## src/rtl/core/assert_macros.svh

```systemverilog
// Assertion macros shared by the envelope RTL.
// No dependencies; included by the modules that carry assertions.
`ifndef ASSERT_MACROS_SVH
`define ASSERT_MACROS_SVH
// Same-cycle implication, checked at every rising edge outside reset.
`define CHK_IMPLY(lbl, clk, rst, ante, cons) \
   lbl: assert property (@(posedge clk) disable iff (rst) (ante) |-> (cons)) \
      else $error("assertion failed");
// Next-cycle implication, checked at every rising edge outside reset.
`define CHK_NEXT(lbl, clk, rst, ante, cons) \
   lbl: assert property (@(posedge clk) disable iff (rst) (ante) |=> (cons)) \
      else $error("assertion failed");
`endif

```

## src/rtl/core/adsr_pkg.sv

```systemverilog
// Shared types, constants and register codes of the ADSR envelope generator.
// No dependencies; used by adsr_div, adsr_envelope, adsr_checker and the testbench.
package adsr_pkg;
   localparam int TIME_W  = 32;
   localparam int LEVEL_W = 16;
   localparam int PHASE_W = 3;
   localparam int NUM_W   = TIME_W + LEVEL_W;
   localparam int ADDR_W  = 5;
   localparam int DATA_W  = 32;

   localparam logic [LEVEL_W-1:0] FULL_LEVEL = 16'd32768;

   localparam logic [PHASE_W-1:0] PH_OFF     = 3'd0;
   localparam logic [PHASE_W-1:0] PH_ATTACK  = 3'd1;
   localparam logic [PHASE_W-1:0] PH_DECAY   = 3'd2;
   localparam logic [PHASE_W-1:0] PH_SUSTAIN = 3'd3;
   localparam logic [PHASE_W-1:0] PH_RELEASE = 3'd4;
   localparam logic [PHASE_W-1:0] PH_BYPASS  = 3'd5;

   localparam logic [2:0] REG_ATTACK  = 3'd0;
   localparam logic [2:0] REG_DECAY   = 3'd1;
   localparam logic [2:0] REG_RELEASE = 3'd2;
   localparam logic [2:0] REG_PEAK    = 3'd3;
   localparam logic [2:0] REG_HOLD    = 3'd4;
   localparam logic [2:0] REG_KEYDOWN = 3'd5;
   localparam logic [2:0] REG_KEYUP   = 3'd6;
   localparam logic [2:0] REG_BYPASS  = 3'd7;

   localparam logic [TIME_W-1:0]  RST_ATTACK  = 32'd655;
   localparam logic [TIME_W-1:0]  RST_DECAY   = 32'd655;
   localparam logic [TIME_W-1:0]  RST_RELEASE = 32'd1311;
   localparam logic [LEVEL_W-1:0] RST_PEAK    = 16'd32768;
   localparam logic [LEVEL_W-1:0] RST_HOLD    = 16'd26214;
   localparam logic [TIME_W-1:0]  RST_KEYDOWN = 32'd0;
   localparam logic [TIME_W-1:0]  RST_KEYUP   = 32'd65536;

   typedef struct packed {
      logic [NUM_W-1:0]   num;
      logic [TIME_W-1:0]  den;
      logic [PHASE_W-1:0] phase;
   } div_req_type;

   typedef struct packed {
      logic [LEVEL_W-1:0] quot;
      logic [PHASE_W-1:0] phase;
   } div_rsp_type;
endpackage

```

## src/rtl/core/adsr_div.sv

```systemverilog
// Pipelined restoring divider, one quotient bit per register stage.
// Depends on adsr_pkg and assert_macros.svh.
`include "assert_macros.svh"
module adsr_div (
   input  logic                clock,
   input  logic                reset,
   input  logic                adv,
   input  logic                in_valid,
   input  adsr_pkg::div_req_type in_req,
   output logic                out_valid,
   output adsr_pkg::div_rsp_type out_rsp
);
   localparam int NST = adsr_pkg::LEVEL_W;
   localparam int NW  = adsr_pkg::NUM_W;
   localparam int DW  = adsr_pkg::TIME_W;
   localparam int QW  = adsr_pkg::LEVEL_W;
   localparam int PW  = adsr_pkg::PHASE_W;

   logic          valid_ff [NST];
   logic [NW-1:0] rem_ff   [NST];
   logic [DW-1:0] den_ff   [NST];
   logic [QW-1:0] quot_ff  [NST];
   logic [PW-1:0] phase_ff [NST];

   for (genvar k = 0; k < NST; k++) begin : g_stage
      localparam int B = NST - 1 - k;
      logic          src_valid;
      logic [NW-1:0] src_rem;
      logic [DW-1:0] src_den;
      logic [QW-1:0] src_quot;
      logic [PW-1:0] src_phase;
      logic [NW-1:0] shifted;
      logic          ge;
      logic [NW-1:0] rem_in;
      logic [QW-1:0] quot_in;

      if (k == 0) begin : g_first
         assign src_valid = in_valid;
         assign src_rem   = in_req.num;
         assign src_den   = in_req.den;
         assign src_quot  = '0;
         assign src_phase = in_req.phase;
      end else begin : g_next
         assign src_valid = valid_ff[k-1];
         assign src_rem   = rem_ff[k-1];
         assign src_den   = den_ff[k-1];
         assign src_quot  = quot_ff[k-1];
         assign src_phase = phase_ff[k-1];
      end

      assign shifted = {{(NW-DW){1'b0}}, src_den} << B;
      assign ge      = src_rem >= shifted;
      assign rem_in  = ge ? (src_rem - shifted) : src_rem;
      assign quot_in = src_quot | ({{(QW-1){1'b0}}, ge} << B);

      always_ff @(posedge clock) begin
         if (reset) begin
            valid_ff[k] <= 1'b0;
         end else if (adv) begin
            valid_ff[k] <= src_valid;
         end
      end

      always_ff @(posedge clock) begin
         if (adv) begin
            rem_ff[k]   <= rem_in;
            den_ff[k]   <= src_den;
            quot_ff[k]  <= quot_in;
            phase_ff[k] <= src_phase;
         end
      end
   end

   assign out_valid     = valid_ff[NST-1];
   assign out_rsp.quot  = quot_ff[NST-1];
   assign out_rsp.phase = phase_ff[NST-1];

   // A held result stays presented while the pipeline is frozen.
   `CHK_NEXT(a_div_hold, clock, reset, out_valid && !adv, out_valid)
   // The quotient never exceeds full level.
   `CHK_IMPLY(a_div_range, clock, reset, out_valid, out_rsp.quot <= adsr_pkg::FULL_LEVEL)
endmodule

```

## config.mk

```make
export PLATFORM = sky130hd
export DESIGN_NAME = adsr_div
export DESIGN_NICKNAME = d
export VERILOG_FILES = /design/src/rtl/core/adsr_pkg.sv /design/src/rtl/core/adsr_div.sv
export VERILOG_INCLUDE_DIRS = /design/src /design/src/rtl/core
export SDC_FILE = /design/constraint.sdc
export NUM_CORES = 2
export LEC_CHECK = 0
export BUFFER_PORTS_ARGS = -buffer_cell sky130_fd_sc_hd__buf_2
export CAP_MARGIN = 5
export CORE_UTILIZATION = 50
export DETAILED_ROUTE_END_ITERATION = 16
export GPL_TIMING_DRIVEN = 0
export PLACE_DENSITY = 0.68
export SLEW_MARGIN = 5
export SYNTH_ARGS = -nofsm -noshare
export SYNTH_HDL_FRONTEND = slang
export SYNTH_SLANG_ARGS = --single-unit
```

## constraint.sdc

```tcl
create_clock -name clock -period 3.55 [get_ports clock]
set_input_delay 0.5325 -clock clock [delete_from_list [all_inputs] [get_ports clock]]
set_output_delay 0.5325 -clock clock [all_outputs]
set_load 0.01 [all_outputs]
```

# Yosys cells after proc, flatten, opt, wreduce, memory -nomap -nowiden
# Memory sizes are Yosys's and may differ from the RTL's.
# Index checks and enable logic that the tools add are counted.
[word_totals] register_bits=0 mem_bits_rw=1600 input_bits=87 elab_cells=106 n_memories=5
[op_classes] addsub=16 order_cmp=16 muxes=38 bitwise_logic=31
[memory_table] memory="rem_ff" depth=16 word_bits=48 read_ports=15 rd_ports_with_merged_regs=0 wr=16 line_no="adsr_div.sv:20" source="logic [NW-1:0] rem_ff [NST];"
[memory_table] memory="den_ff" depth=16 word_bits=32 read_ports=15 rd_ports_with_merged_regs=0 wr=16 line_no="adsr_div.sv:21" source="logic [DW-1:0] den_ff [NST];"
[memory_table] memory="quot_ff" depth=16 word_bits=16 read_ports=16 rd_ports_with_merged_regs=0 wr=16 line_no="adsr_div.sv:22" source="logic [QW-1:0] quot_ff [NST];"
[memory_table] memory="phase_ff" depth=16 word_bits=3 read_ports=16 rd_ports_with_merged_regs=0 wr=16 line_no="adsr_div.sv:23" source="logic [PW-1:0] phase_ff [NST];"
[memory_table] memory="valid_ff" depth=16 word_bits=1 read_ports=16 rd_ports_with_merged_regs=0 wr=16 line_no="adsr_div.sv:19" source="logic valid_ff [NST];"
[op_table] cell="2-to-1 mux 48 bit" count=16
[op_table] cell=">= comparator 48 x 32 -> 1 bit" count=1
[op_table] cell=">= comparator 48 x 33 -> 1 bit" count=1
[op_table] cell=">= comparator 48 x 34 -> 1 bit" count=1
[op_table] cell=">= comparator 48 x 35 -> 1 bit" count=1
[op_table] cell=">= comparator 48 x 36 -> 1 bit" count=1
[op_table] cell=">= comparator 48 x 37 -> 1 bit" count=1
[op_table] cell=">= comparator 48 x 38 -> 1 bit" count=1
[op_table] cell=">= comparator 48 x 39 -> 1 bit" count=1
[op_table] cell=">= comparator 48 x 40 -> 1 bit" count=1
[op_table] cell=">= comparator 48 x 41 -> 1 bit" count=1
[op_table] cell=">= comparator 48 x 42 -> 1 bit" count=1
[op_table] cell=">= comparator 48 x 43 -> 1 bit" count=1
[op_table] cell=">= comparator 48 x 44 -> 1 bit" count=1
[op_table] cell=">= comparator 48 x 45 -> 1 bit" count=1
[op_table] cell=">= comparator 48 x 46 -> 1 bit" count=1
[op_table] cell=">= comparator 48 x 47 -> 1 bit" count=1
[op_table] cell="subtractor 48 x 32 -> 48 bit" count=1
[op_table] cell="subtractor 48 x 33 -> 48 bit" count=1
[op_table] cell="subtractor 48 x 34 -> 48 bit" count=1
[op_table] cell="subtractor 48 x 35 -> 48 bit" count=1
[op_table] cell="subtractor 48 x 36 -> 48 bit" count=1
[op_table] cell="subtractor 48 x 37 -> 48 bit" count=1
[op_table] cell="subtractor 48 x 38 -> 48 bit" count=1
[op_table] cell="other kinds (26)" count=62

# Longest topological paths before layout
[logic_depth] ltp_word=4 mapped_depth=16 depth_no_buf=14

# Worst setup path after synthesis
# Ideal clock, no wire load.
[synth_timing] path_kind="reg2reg" start="memory rem_ff[9][5] (netlist name)" end="memory rem_ff[10][45] (netlist name), data pin" setup_time_ns=0.266 t_arrival_ns=3.211 required_ns=3.284 setup_slack_ns=0.073 stages_incl_launch_ff=15 period_less_slack_ns=3.477 path_cell_list="edfxtp_1 inv_1 ha_1 inv_1 fa_1 a211oi_1 o211ai_1 a2111oi_4 nor3_2 a31oi_4 o21ai_2 a41o_1 or4_4 nor4_4 xor2_1"
[synth_rtl] item="from (decl)" line_no="adsr_div.sv:20"

==> run metrics <==
Overall Global Routing Usage=0.246; slew at the pin closest to its max-slew limit=0.958 ns; post-route setup TNS=-3.36 ns; Post-Place Worst Slack=-2.06 ns; Antenna Nets Post-Route=0; reg2reg start=rem_ff[4][10]; R2R depth=15; Critical Path Sink Type=flip-flop; XOR/XNOR Fraction of Synth Area=0.0583; launching instance or port of the critical path=rem_ff[4][10]; total chip power=75000 uW; average wire per standard cell=about 20 um; CP arrival=about 4.3 ns; final worst setup slack=-0.188 ns; Avg Inst Size Synth=approximately 11 sq um; Initial Util=0.506; maximum number of pins on one net before global-route repair=185; summed instance area of the synthesized netlist=0.0782 sq mm; area fraction in compound gates after synthesis=0.154; vertical extent of the die=397 um; Seq. cell area=0.0420 sq mm; Layout Nets=slightly above 8000; Bufs on Longest Clock Path=3; area of combinational cells with multiple inputs=approximately 0.036 sq mm; total of buffers placed on input and output ports=~110; Worst setup SP type=flip-flop; post-route minimum period=3.74 ns; antenna violations before repair=2; combinational family with the most area after synthesis=compound AO/OA/AOI/OAI gates; DRC Markers=0; core area=~0.15 sq mm; Clock Tree Root=clkbuf_16; wire length of the first global-routing pass=roughly 300 mm; Max Clock Freq=approximately 0.27 GHz; clock tree from TritonCTS=done; CTS H-tree depth=4; share of the yosys chip area belonging to registers=0.538; vias post-DR=55100; number of iterations in the first detailed-routing pass=5; clock edge transition at the registers on the reported setup and hold paths=0.06 ns; fin crit share=1.05; Reg2Reg Setup Slack=-0.19 ns; number of vias per cell after detailed routing=roughly 5.6; hold wc startpoint=in_req[80]; fraction of layout instances using a drive strength above 1=0.159; number of buffers inserted during clock tree synthesis=about 150; number of synthesized flops with an enable pin=1400; max-slew violations=0; Top-Level Pins=about 110; IR Drop Worst-Case VDD=481 uV; TritonCTS sink count=1400; final setup vio count=52; row cnt=144; Static Leak=between 0.03 and 0.04 uW; failing checks=setup timing; post-synthesis share of cell area spent on and, or, nand and nor gates=0.112; count of cell types in the netlist=around 100; width of the die=397 um; Min-Delay Path Depth=3; Ys Warns=0; adder and majority cell fraction of the synthesized area=0.0858; endpoint of the worst register-to-register path=rem_ff[5][14]; Worst slew margin=0.361; largest fanout on the critical path=5; number of flip-flops and latches in the synthesized netlist=1400; RePlAce Congestion=0.976; MaxCap Viol Count=0; RSZ-0062 raised after global routing=yes; net count of the mapped netlist=between 7000 and 8000; Area Growth Syn to Fin=18.9%; worst hold endpoint=rem_ff[0][45]; total count of hold-check failures in the final report=0; Gate Count Post-Synth=slightly above 7000; ratio of total power to cell area=just over 800 mW/mm^2; run status=complete, but fails checks; grt ovf=0; violation count after the first detailed-route iteration=between 2000 and 2500; routed wire length=roughly 200 mm; required time at the endpoint of the critical path=slightly above 4 ns; asr flop ratio synth=0; multiplexer area fraction after synthesis=0.0117; number of fill cells=about 12000; HPWL after detailed placement=about 150 mm; ys flop type=edfxtp_1; via count of the first global-routing pass=~57000; area enclosed by the die boundary=0.158 sq mm; Clk Latency, worst-skew pair=just over 0.8 ns; skew final=between 0.05 and 0.06 ns; Setup CP Type=reg -> reg; type of the most critical hold path=in -> reg
-- cell usage after synthesis (14+ instances only) --
library cell / number / share of area
nor2b_1: 63 / 0.0050
a21o_1: 251 / 0.024
and3_1: 60 / 0.0048
a211o_1: 23 / 0.0026
and4_1: 21 / 0.0024
nor2_1: 462 / 0.022
nor3_1: 96 / 0.0061
o21bai_1: 68 / 0.0065
or2_2: 22 / 0.0018
o21ai_0: 514 / 0.033
o31ai_1: 35 / 0.0034
ha_1: 512 / 0.082
o21a_1: 72 / 0.0069
mux2_2: 65 / 0.0094
or4_1: 18 / 0.0017
a31o_2: 21 / 0.0024
a211oi_1: 60 / 0.0058
a41oi_1: 15 / 0.0017
a21oi_1: 594 / 0.038
nand4_1: 93 / 0.0074
xor2_1: 221 / 0.025
buf_2: 17 / 0.0011
and2_1: 40 / 0.0032
a21boi_0: 19 / 0.0018
o31a_1: 26 / 0.0029
nand4b_1: 14 / 0.0016
inv_1: 641 / 0.031
clkbuf_1: 136 / 0.0065
nand2_1: 588 / 0.028
fa_1: 15 / 0.0038
edfxtp_1: 1400 / 0.54
a31oi_1: 55 / 0.0044
or3_1: 45 / 0.0036
nand2b_1: 71 / 0.0057
o211ai_1: 28 / 0.0027
nor4_1: 61 / 0.0049
xnor2_1: 299 / 0.034
nand3_1: 110 / 0.0070
-- worst max path at each step --
stage                                 to  slack [ns]
final                      rem_ff[5][14]       -0.19
after global routing      rem_ff[10][45]       -0.29
after CTS                  rem_ff[6][44]       -0.31
after detailed placement   rem_ff[5][10]       -2.06
after global placement    valid_ff[0][0]      -19.95
after floorplan           rem_ff[10][45]        0.07
-- power by group --
part | switching [uW] | internal [uW]
clock | 6870 | 9530
sequential | 2370 | 23600
combinational | 18500 | 14100
total | 27700 | 47200
-- per-stage QoR --
stage | instance area, sq um | utilization | hold slack (ns) | instances
after CTS | 90700 | 0.587 | 0.00193 | 9703
after global routing | 92900 | 0.601 | 0.0320 | 9778
final | 93000 | 0.601 | 0.0551 | 9779
after detailed placement | 81500 | 0.527 | 0.405 | 9247
after global placement | 81200 | 0.526 | 0.400 | 9238
after floorplan | 78200 | - | 0.400 | 7088
-- metal layers --
layer / global-route usage / vias to the layer above / wire length, um
li1: - / 27100 / -
met1: 0.210 / 26000 / 64700
met2: 0.510 / 1282 / 113000
met3: 0.0297 / 673 / 5160
met4: 0.173 / 0 / 16200
met5: 0 / - / 0
-- cell usage in the layout (no fill, tap or decap), types with 26 or more instances in the layout --
| cell type | n |
|---|---|
| o21a_1 | 69 |
| buf_2 | 116 |
| o21ai_0 | 444 |
| clkbuf_16 | 164 |
| nand2_1 | 550 |
| nor2_1 | 407 |
| ha_1 | 466 |
| ha_4 | 27 |
| and3_1 | 56 |
| nor3_1 | 82 |
| buf_6 | 31 |
| nor4_1 | 37 |
| nor2b_1 | 58 |
| o31a_1 | 26 |
| dlygate4sd3_1 | 74 |
| buf_4 | 164 |
| inv_1 | 624 |
| xor2_1 | 220 |
| nor2_2 | 31 |
| clkinv_2 | 28 |
| o21ai_2 | 36 |
| and2_1 | 40 |
| buf_12 | 26 |
| nand2b_1 | 69 |
| o211ai_1 | 28 |
| a31oi_1 | 42 |
| mux2_2 | 47 |
| a211oi_1 | 39 |
| a21oi_1 | 534 |
| nand3_1 | 106 |
| clkbuf_1 | 91 |
| xnor2_1 | 298 |
| o21bai_1 | 64 |
| edfxtp_1 | 1400 |
| o21ai_1 | 31 |
| or3_1 | 41 |
| mux2_4 | 28 |
| a21oi_2 | 51 |
| nand4_1 | 93 |
| a21o_1 | 250 |
-- logic make-up after synthesis --
kind of cell,after synthesis
AND/OR/NAND/NOR,1817
adder cells (fa/ha/maj),527
multiplexers,78
buffers and inverters,821
XOR/XNOR,520
AO/OA/AOI/OAI,1925
flip-flops,1400
-- sequential cells by signal, indices dropped and copies added, names as in the netlist --
name      count
rem_ff      720
den_ff      480
quot_ff     136
phase_ff     48
valid_ff     16
-- final cells by class --
type | instances | share of cell area
Sequential cell | 1400 | 0.452
Multi-Input combinational cell | 4867 | 0.387
Clock buffer | 175 | 0.0421
Timing Repair Buffer | 385 | 0.0368
Tap cell | 2044 | 0.0275
Inverter | 644 | 0.0262
Clock inverter | 103 | 0.0148
Buffer | 158 | 0.0128
Antenna cell | 3 | 0.0000808
-- critical path, cell delays in order (launching register included) --
cell and delay (ns):
edfxtp_1 0.39, inv_1 0.08, ha_2 0.22, inv_4 0.05, fa_2 0.38, a21o_1 0.20
a311o_1 0.45, a211oi_4 0.24, buf_6 0.15, o21ai_4 0.08, a31oi_4 0.32, o311ai_4 0.14
buf_6 0.19, buf_12 0.14, buf_6 0.13, mux2_4 0.29
-- repair_timing --
item,4_1_cts,5_1_grt
setup buffers,111,73
hold endpoints to repair,74,0
pin swaps,128,122
gates cloned,6,8
gates resized for setup,582,386
setup endpoints to repair,587,494
hold buffers,74,0
Power figures use the tool's default switching activity.
